--- config.mk ---
export PLATFORM = sky130hd
export DESIGN_NAME = multi_channel_event_timer_top
export DESIGN_NICKNAME = d
export VERILOG_FILES = /design/src/rtl/mcet_pkg.sv /design/src/rtl/mcet_ctrl.sv /design/src/rtl/mcet_dp.sv /design/src/rtl/multi_channel_event_timer_top.sv
export SDC_FILE = /design/constraint.sdc
export NUM_CORES = 2
export LEC_CHECK = 0
export ABC_CLOCK_PERIOD_IN_PS = 8100
export BUFFER_PORTS_ARGS = -buffer_cell sky130_fd_sc_hd__buf_2
export CAP_MARGIN = 20
export CORE_UTILIZATION = 50
export DETAILED_ROUTE_END_ITERATION = 12
export PLACE_DENSITY = 0.7
export SLEW_MARGIN = 0
export SYNTH_ARGS = -nofsm -noshare
export SYNTH_HDL_FRONTEND = slang
export SYNTH_SLANG_ARGS = --single-unit
--- constraint.sdc ---
create_clock -name clk -period 8.1 [get_ports clk]
set_input_delay 0 -clock clk [delete_from_list [all_inputs] [get_ports clk]]
set_output_delay 0 -clock clk [all_outputs]
set_load 0.02 [all_outputs]
--- src/rtl/mcet_pkg.sv ---
package mcet_pkg;

	// Timer table size
	localparam int NUM_TIMERS = 8;
	localparam int IDX_W      = (NUM_TIMERS > 1) ? $clog2(NUM_TIMERS) : 1;

	// Milliseconds added per tick
	localparam logic [31:0] TICK_MS = 32'd10;

	// Reciprocal of ten: (x * RECIP_10) >> RECIP_SHIFT is exactly x / 10 for 32-bit x
	localparam logic [31:0] RECIP_10    = 32'hCCCC_CCCD;
	localparam int          RECIP_SHIFT = 35;

	// Operation codes
	localparam logic [1:0] OP_TICK = 2'd0;
	localparam logic [1:0] OP_SET  = 2'd1;
	localparam logic [1:0] OP_STOP = 2'd2;
	localparam logic [1:0] OP_GET  = 2'd3;

	typedef struct packed {
		logic [1:0]  operation;
		logic [7:0]  timer_index;
		logic [31:0] period_ms;
		logic        repeat_mode;
	} mcet_in_t;

	typedef struct packed {
		logic [7:0]  fired_mask;
		logic        event_status;
		logic        index_valid;
		logic [31:0] elapsed_ms;
	} mcet_out_t;

	// Controller to datapath
	typedef struct packed {
		logic load;    // capture the accepted word
		logic step;    // update the table entry under the walk pointer
		logic mul;     // form the period product for set
		logic exec;    // apply set, stop or get to the addressed entry
		logic finish;  // register the result word
	} mcet_cmd_t;

	// Datapath to controller
	typedef struct packed {
		logic last;    // walk pointer is on the final entry
	} mcet_sts_t;

endpackage

--- src/rtl/mcet_ctrl.sv ---
module mcet_ctrl import mcet_pkg::*; (
	input  logic       clk,
	input  logic       arst_n,
	input  logic       start,
	input  logic [1:0] operation,
	input  mcet_sts_t  sts,
	output mcet_cmd_t  cmd,
	output logic       busy,
	output logic       done
);

	typedef enum logic [1:0] {
		S_IDLE,
		S_WALK,
		S_MUL,
		S_EXEC
	} state_t;

	state_t state_q;
	logic   done_q;

	// Decode commands from the current state
	always_comb begin
		cmd        = '0;
		cmd.load   = start && (state_q == S_IDLE);
		cmd.step   = (state_q == S_WALK);
		cmd.mul    = (state_q == S_MUL);
		cmd.exec   = (state_q == S_EXEC);
		cmd.finish = ((state_q == S_WALK) && sts.last) || (state_q == S_EXEC);
	end

	// Sequence the operation and strobe the result
	always_ff @(posedge clk or negedge arst_n) begin
		if (!arst_n) begin
			state_q <= S_IDLE;
			done_q  <= 1'b0;
		end else begin
			done_q <= cmd.finish;
			case (state_q)
				S_IDLE: begin
					if (start) begin
						case (operation)
							OP_TICK: state_q <= S_WALK;
							OP_SET:  state_q <= S_MUL;
							default: state_q <= S_EXEC;
						endcase
					end
				end
				S_WALK: begin
					if (sts.last) state_q <= S_IDLE;
				end
				S_MUL: begin
					state_q <= S_EXEC;
				end
				S_EXEC: begin
					state_q <= S_IDLE;
				end
				default: begin
					state_q <= S_IDLE;
				end
			endcase
		end
	end

	assign busy = (state_q != S_IDLE);
	assign done = done_q;

endmodule

--- src/rtl/mcet_dp.sv ---
module mcet_dp import mcet_pkg::*; (
	input  logic      clk,
	input  logic      arst_n,
	input  mcet_in_t  item,
	input  mcet_cmd_t cmd,
	output mcet_sts_t sts,
	output mcet_out_t result
);

	// Timer table
	logic        enabled_q  [NUM_TIMERS];
	logic [31:0] count_q    [NUM_TIMERS];
	logic [31:0] reload_q   [NUM_TIMERS];
	logic        periodic_q [NUM_TIMERS];
	logic        flag_q     [NUM_TIMERS];
	logic [31:0] elapsed_q;

	// Captured word and working registers
	mcet_in_t    item_q;
	logic [IDX_W-1:0] walk_q;
	logic [7:0]  mask_q;
	logic [63:0] prod_q;
	mcet_out_t   result_q;

	logic [IDX_W-1:0] addr;
	logic        idx_ok;
	logic [31:0] dec;
	logic        expire;
	logic [7:0]  hit;
	logic [31:0] period;

	assign idx_ok = (item_q.timer_index < 8'(NUM_TIMERS));
	assign addr   = cmd.step ? walk_q : item_q.timer_index[IDX_W-1:0];
	assign dec    = count_q[addr] - 32'd1;
	assign expire = enabled_q[addr] && (dec == 32'd0);
	assign hit    = expire ? (8'd1 << walk_q) : 8'd0;
	assign period = 32'(prod_q >> RECIP_SHIFT);
	assign sts.last = (walk_q == IDX_W'(NUM_TIMERS - 1));

	// Capture the word, walk the table, apply commands
	always_ff @(posedge clk or negedge arst_n) begin
		if (!arst_n) begin
			for (int k = 0; k < NUM_TIMERS; k++) begin
				enabled_q[k]  <= 1'b0;
				count_q[k]    <= '0;
				reload_q[k]   <= '0;
				periodic_q[k] <= 1'b0;
				flag_q[k]     <= 1'b0;
			end
			elapsed_q <= '0;
			walk_q    <= '0;
			mask_q    <= '0;
		end else begin
			if (cmd.load) begin
				walk_q <= '0;
				mask_q <= '0;
			end
			if (cmd.step) begin
				walk_q <= walk_q + IDX_W'(1);
				mask_q <= mask_q | hit;
				if (enabled_q[addr]) begin
					if (dec == 32'd0) begin
						enabled_q[addr] <= periodic_q[addr];
						count_q[addr]   <= reload_q[addr];
						flag_q[addr]    <= 1'b1;
					end else begin
						count_q[addr] <= dec;
					end
				end
				if (sts.last) elapsed_q <= elapsed_q + TICK_MS;
			end
			if (cmd.exec && idx_ok) begin
				case (item_q.operation)
					OP_SET: begin
						enabled_q[addr]  <= 1'b1;
						count_q[addr]    <= period;
						reload_q[addr]   <= period;
						periodic_q[addr] <= item_q.repeat_mode;
						flag_q[addr]     <= 1'b0;
					end
					OP_STOP: begin
						enabled_q[addr] <= 1'b0;
						flag_q[addr]    <= 1'b0;
					end
					OP_GET: begin
						flag_q[addr] <= 1'b0;
					end
					default: begin
					end
				endcase
			end
		end
	end

	// Hold the word and the period product
	always_ff @(posedge clk) begin
		if (cmd.load) item_q <= item;
		if (cmd.mul) prod_q <= 64'(item_q.period_ms) * 64'(RECIP_10);
	end

	// Register the result word
	always_ff @(posedge clk) begin
		if (cmd.finish) begin
			if (cmd.step) begin
				result_q.fired_mask   <= mask_q | hit;
				result_q.event_status <= 1'b0;
				result_q.index_valid  <= 1'b1;
				result_q.elapsed_ms   <= elapsed_q + TICK_MS;
			end else begin
				result_q.fired_mask   <= 8'd0;
				result_q.event_status <= idx_ok && (item_q.operation == OP_GET) && flag_q[addr];
				result_q.index_valid  <= idx_ok;
				result_q.elapsed_ms   <= elapsed_q;
			end
		end
	end

	assign result = result_q;

endmodule

--- src/rtl/multi_channel_event_timer_top.sv ---
// Tick: busy walking one table entry per cycle; strobed in the cycle after the last entry.
// Set: busy for a reciprocal multiply for ms/10, then the write; stop and get: the write only.
// A new word is taken in the cycle the previous result is strobed; the receiver cannot stall.
// Reset (arst_n low, asynchronous): all timers disabled, counts, periods, flags and the
// millisecond count cleared, controller idle.
module multi_channel_event_timer_top import mcet_pkg::*; (
	input  logic      clk,
	input  logic      arst_n,
	input  logic      start,
	input  mcet_in_t  item,
	output logic      busy,
	output logic      done,
	output mcet_out_t result
);

	mcet_cmd_t cmd;
	mcet_sts_t sts;

	mcet_ctrl u_ctrl (
		.clk       (clk),
		.arst_n    (arst_n),
		.start     (start),
		.operation (item.operation),
		.sts       (sts),
		.cmd       (cmd),
		.busy      (busy),
		.done      (done)
	);

	mcet_dp u_dp (
		.clk    (clk),
		.arst_n (arst_n),
		.item   (item),
		.cmd    (cmd),
		.sts    (sts),
		.result (result)
	);

	// Accepting a word makes the block busy
	a_accept_busy: assert property (@(posedge clk) disable iff (!arst_n)
		start && !busy |=> busy)
		else $error("accepted word did not raise busy");

	// Results are never strobed on consecutive cycles
	a_done_spacing: assert property (@(posedge clk) disable iff (!arst_n)
		done |=> !done)
		else $error("result strobed on consecutive cycles");

	// An invalid index never reports fired timers or a flag
	a_invalid_quiet: assert property (@(posedge clk) disable iff (!arst_n)
		done && !result.index_valid |-> (result.fired_mask == 8'd0) && !result.event_status)
		else $error("invalid index result carries data");

	// Every finished operation is strobed in the next cycle
	a_walk_done: assert property (@(posedge clk) disable iff (!arst_n)
		cmd.finish |=> done)
		else $error("finished operation not strobed");

endmodule

==> results.json <==
{
  "first_global_vias": 41790,
  "first_pass_iters": 8,
  "tightestPinTransition_ps": 1428,
  "ys_seq_elements": 670,
  "finalCritPeriodShare_pct": 97.25,
  "path_class": "flop to flop",
  "ys_types": 80,
  "root_buffer": "clkbuf_16",
  "cpMostUsedCell": "ha_1",
  "grt_first_pass_wirelength_um": 268800,
  "antenna_cells": 0,
  "post-route-min-period_ps": 7877,
  "io-pin-count": 90,
  "die_h_um": 316.5,
  "cts_sinks": 670,
  "coreArea_um2": 97280,
  "grt_max_degree": 160,
  "clk_pin_slew_worst_paths_ps": 70,
  "final_layout_size_suffix_gt1_share_pct": 9.698,
  "max-slew-margin-rel_pct": 4.469,
  "max_clock_freq_mhz": 126.9,
  "finalSetupViolCount": 0,
  "start_util_pct": 50.83,
  "clockBufferDepth": 3,
  "syn_area_per_cell_um2": 9.350,
  "die_w_um": 316.5,
  "synth_area_um2": 49440,
  "yosys_warnings": 0,
  "grt_usage_pct": 36.34,
  "crit_arrival_ps": 8270,
  "finalHoldViolCount": 0,
  "max_stage_delay_ps": 520,
  "maxSlewViolCount": 0,
  "finish.net_count": 6223,
  "yosysSeqAreaShare_pct": 35.05,
  "viasPerCell": 6.299,
  "slowest_stage": "fa_1",
  "async_reset_ff_share_pct": 83.13,
  "endpoint_kind": "flop",
  "outcome": "finished clean",
  "synth_edf_count": 113,
  "synthFlopType": "dfrtp_1",
  "pre_cts_ws_ps": 3.697,
  "fp.dieArea_um2": 100200,
  "post-dp-hpwl_um": 123900,
  "hold_path_class": "input pin to asynchronous set/reset pin",
  "gp_congestion": 1.029,
  "cts_tree": "done",
  "antenna_found_initial": 7,
  "numCtsBuffers": 78,
  "detail-route-antenna-nets": 0,
  "critPathLaunchType": "flop",
  "clk_latency_ps": 680,
  "wl_um": 181400,
  "cp_data_required_time_ps": 8500,
  "first_iter_violations": 6079,
  "vias": 42656,
  "rows": 114,
  "syn_to_final_growth_pct": 12.61,
  "detail_route.wl_per_cell_um": 26.79,
  "fin_ws_ps": 222.8,
  "max-cap-violations": 0,
  "synthCells": 5288,
  "finClkSkew_ps": 49.82,
  "cts_max_level": 3,
  "drc": 0,
  "utilization_pct": 57.23,
  "grt_overflow": 0,
  "rsz0062_at_grt": "yes",
  "portBuffers": 88,
  "synth_fp_nets": 6080,
  "path_max_fanout": 6
}
-- Yosys cell counts (all sizes together) (16+ instances only) --
| cell | instances | share of area, % |
|---|---|---|
| and2 | 19 | 0.24 |
| nand4 | 32 | 0.44 |
| o2111ai | 20 | 0.35 |
| fa | 387 | 16 |
| o21ai | 337 | 3.4 |
| o22a | 27 | 0.48 |
| nand2 | 1105 | 8.4 |
| a21o | 47 | 0.71 |
| xnor2 | 84 | 1.5 |
| a221oi | 19 | 0.34 |
| a211oi | 127 | 1.9 |
| a22o | 23 | 0.41 |
| ha | 359 | 9.1 |
| nor4 | 25 | 0.37 |
| o211ai | 35 | 0.53 |
| xor2 | 72 | 1.3 |
| clkbuf | 233 | 1.8 |
| a31oi | 40 | 0.51 |
| a21oi | 280 | 2.8 |
| nand2b | 118 | 1.5 |
| nand3 | 59 | 0.60 |
| o22ai | 58 | 0.73 |
| buf | 64 | 0.66 |
| inv | 552 | 4.2 |
| mux2i | 78 | 1.6 |
| nor2 | 155 | 1.2 |
| a22oi | 37 | 0.56 |
| and4 | 19 | 0.34 |
| dfrtp | 557 | 28 |
| nor3 | 28 | 0.28 |
| edfxtp | 113 | 6.9 |
| and3 | 16 | 0.20 |
-- logic make-up after synthesis --
| group | count (synthesis) | share of synthesized area (%) |
|---|---|---|
| XOR/XNOR | 156 | 2.763 |
| flip-flops | 670 | 35.05 |
| buffers and inverters | 849 | 6.622 |
| adder cells (fa/ha/maj) | 746 | 24.75 |
| AND/OR/NAND/NOR | 1624 | 14.22 |
| other | 1 | 0.007584 |
| AO/OA/AOI/OAI | 1151 | 14.66 |
| multiplexers | 91 | 1.913 |
-- worst max-delay path, delay by kind of cell, from the launching register on --
kind | cells | cell delay (ps)
compound gates | 10 | 2360
buf+inv | 6 | 660
simple gates | 4 | 1000
fa+ha+maj | 8 | 3080
flops | 1 | 480
-- registers in the layout (all words and copies together) (netlist names) --
name / count
u_dp.count_q: 256
u_dp.mask_q: 8
u_dp.flag_q: 8
u_dp.prod_q: 29
u_dp.reload_q: 232
u_dp.walk_q: 3
u_dp.item_q: 43
u_dp.periodic_q: 8
u_ctrl.state_q: 2
u_dp.elapsed_q: 31
u_dp.enabled_q: 8
u_dp.result: 41
u_ctrl.done: 1
-- worst paths after layout --
| path | from | to | slack (ps) | cells after the start |
|---|---|---|---|---|
| min reg2reg | u_dp.reload_q[247]$_DFFE_PN0P_ | u_dp.reload_q[247]$_DFFE_PN0P_ | 470 | 2 |
| max in group asynchronous | arst_n | u_dp.walk_q[0]$_DFFE_PN0P_ | 5920 | 4 |
| min in group clk | item[4] | u_dp.item_q[4]$_DFFE_PP_ | 40 | 2 |
| max | u_dp.item_q[8]$_DFFE_PP_ | u_dp.prod_q[62]$_DFFE_PP_ | 220 | 28 |
| max reg2reg | u_dp.item_q[8]$_DFFE_PP_ | u_dp.prod_q[62]$_DFFE_PP_ | 220 | 28 |
| min | arst_n | u_dp.count_q[215]$_DFF_PN0_ | 20 | 2 |
-- timing repair --
action                                 in CTS  in global routing
setup buffers                               0                  2
gates resized for setup                     1                 12
endpoints found under the hold margin     162                  0
setup endpoints to repair                   1                  9
hold buffers                               45                  0
pin swaps                                   0                  1
-- layer usage --
layer	track usage, %	wire [um]	vias to the layer above
met5	0	41	-
met4	19.64	11650	4
met3	11.16	23890	742
met2	53.29	77130	2997
met1	48.13	68700	20771
li1	-	-	18142
-- layout make-up --
type	count	area, um2
clock buffers	110	2317
clock inverters	35	470.5
fillers	8434	41600
inverters	552	2072
multi-input cells	3769	29130
flip-flops and latches	670	17340
well taps	1276	1597
repair buffers	360	2758
-- placed cells by master, fill, tap and decap left out, types with 113 or more instances in the layout --
cell type	n
inv_1	551
fa_1	387
ha_1	358
a21oi_1	280
nand2b_1	117
nor2_1	131
dfrtp_1	556
a211oi_1	127
edfxtp_1	113
o21ai_0	300
buf_4	216
nand2_1	1096
-- per-stage QoR --
step	setup TNS, ps	cells	instance area [um2]	hold WS, ps
final	0	6772	55680	17.97
after global routing	-55.27	6772	55680	42.01
after CTS	0	6768	55590	14.34
after detailed placement	0	6578	52350	150.9
after global placement	0	6575	52310	142.2
after floorplan	0	5288	49440	-295.6
Power is not shown: default switching activity piles up to over one toggle a cycle in this logic, so the estimate is an artifact.
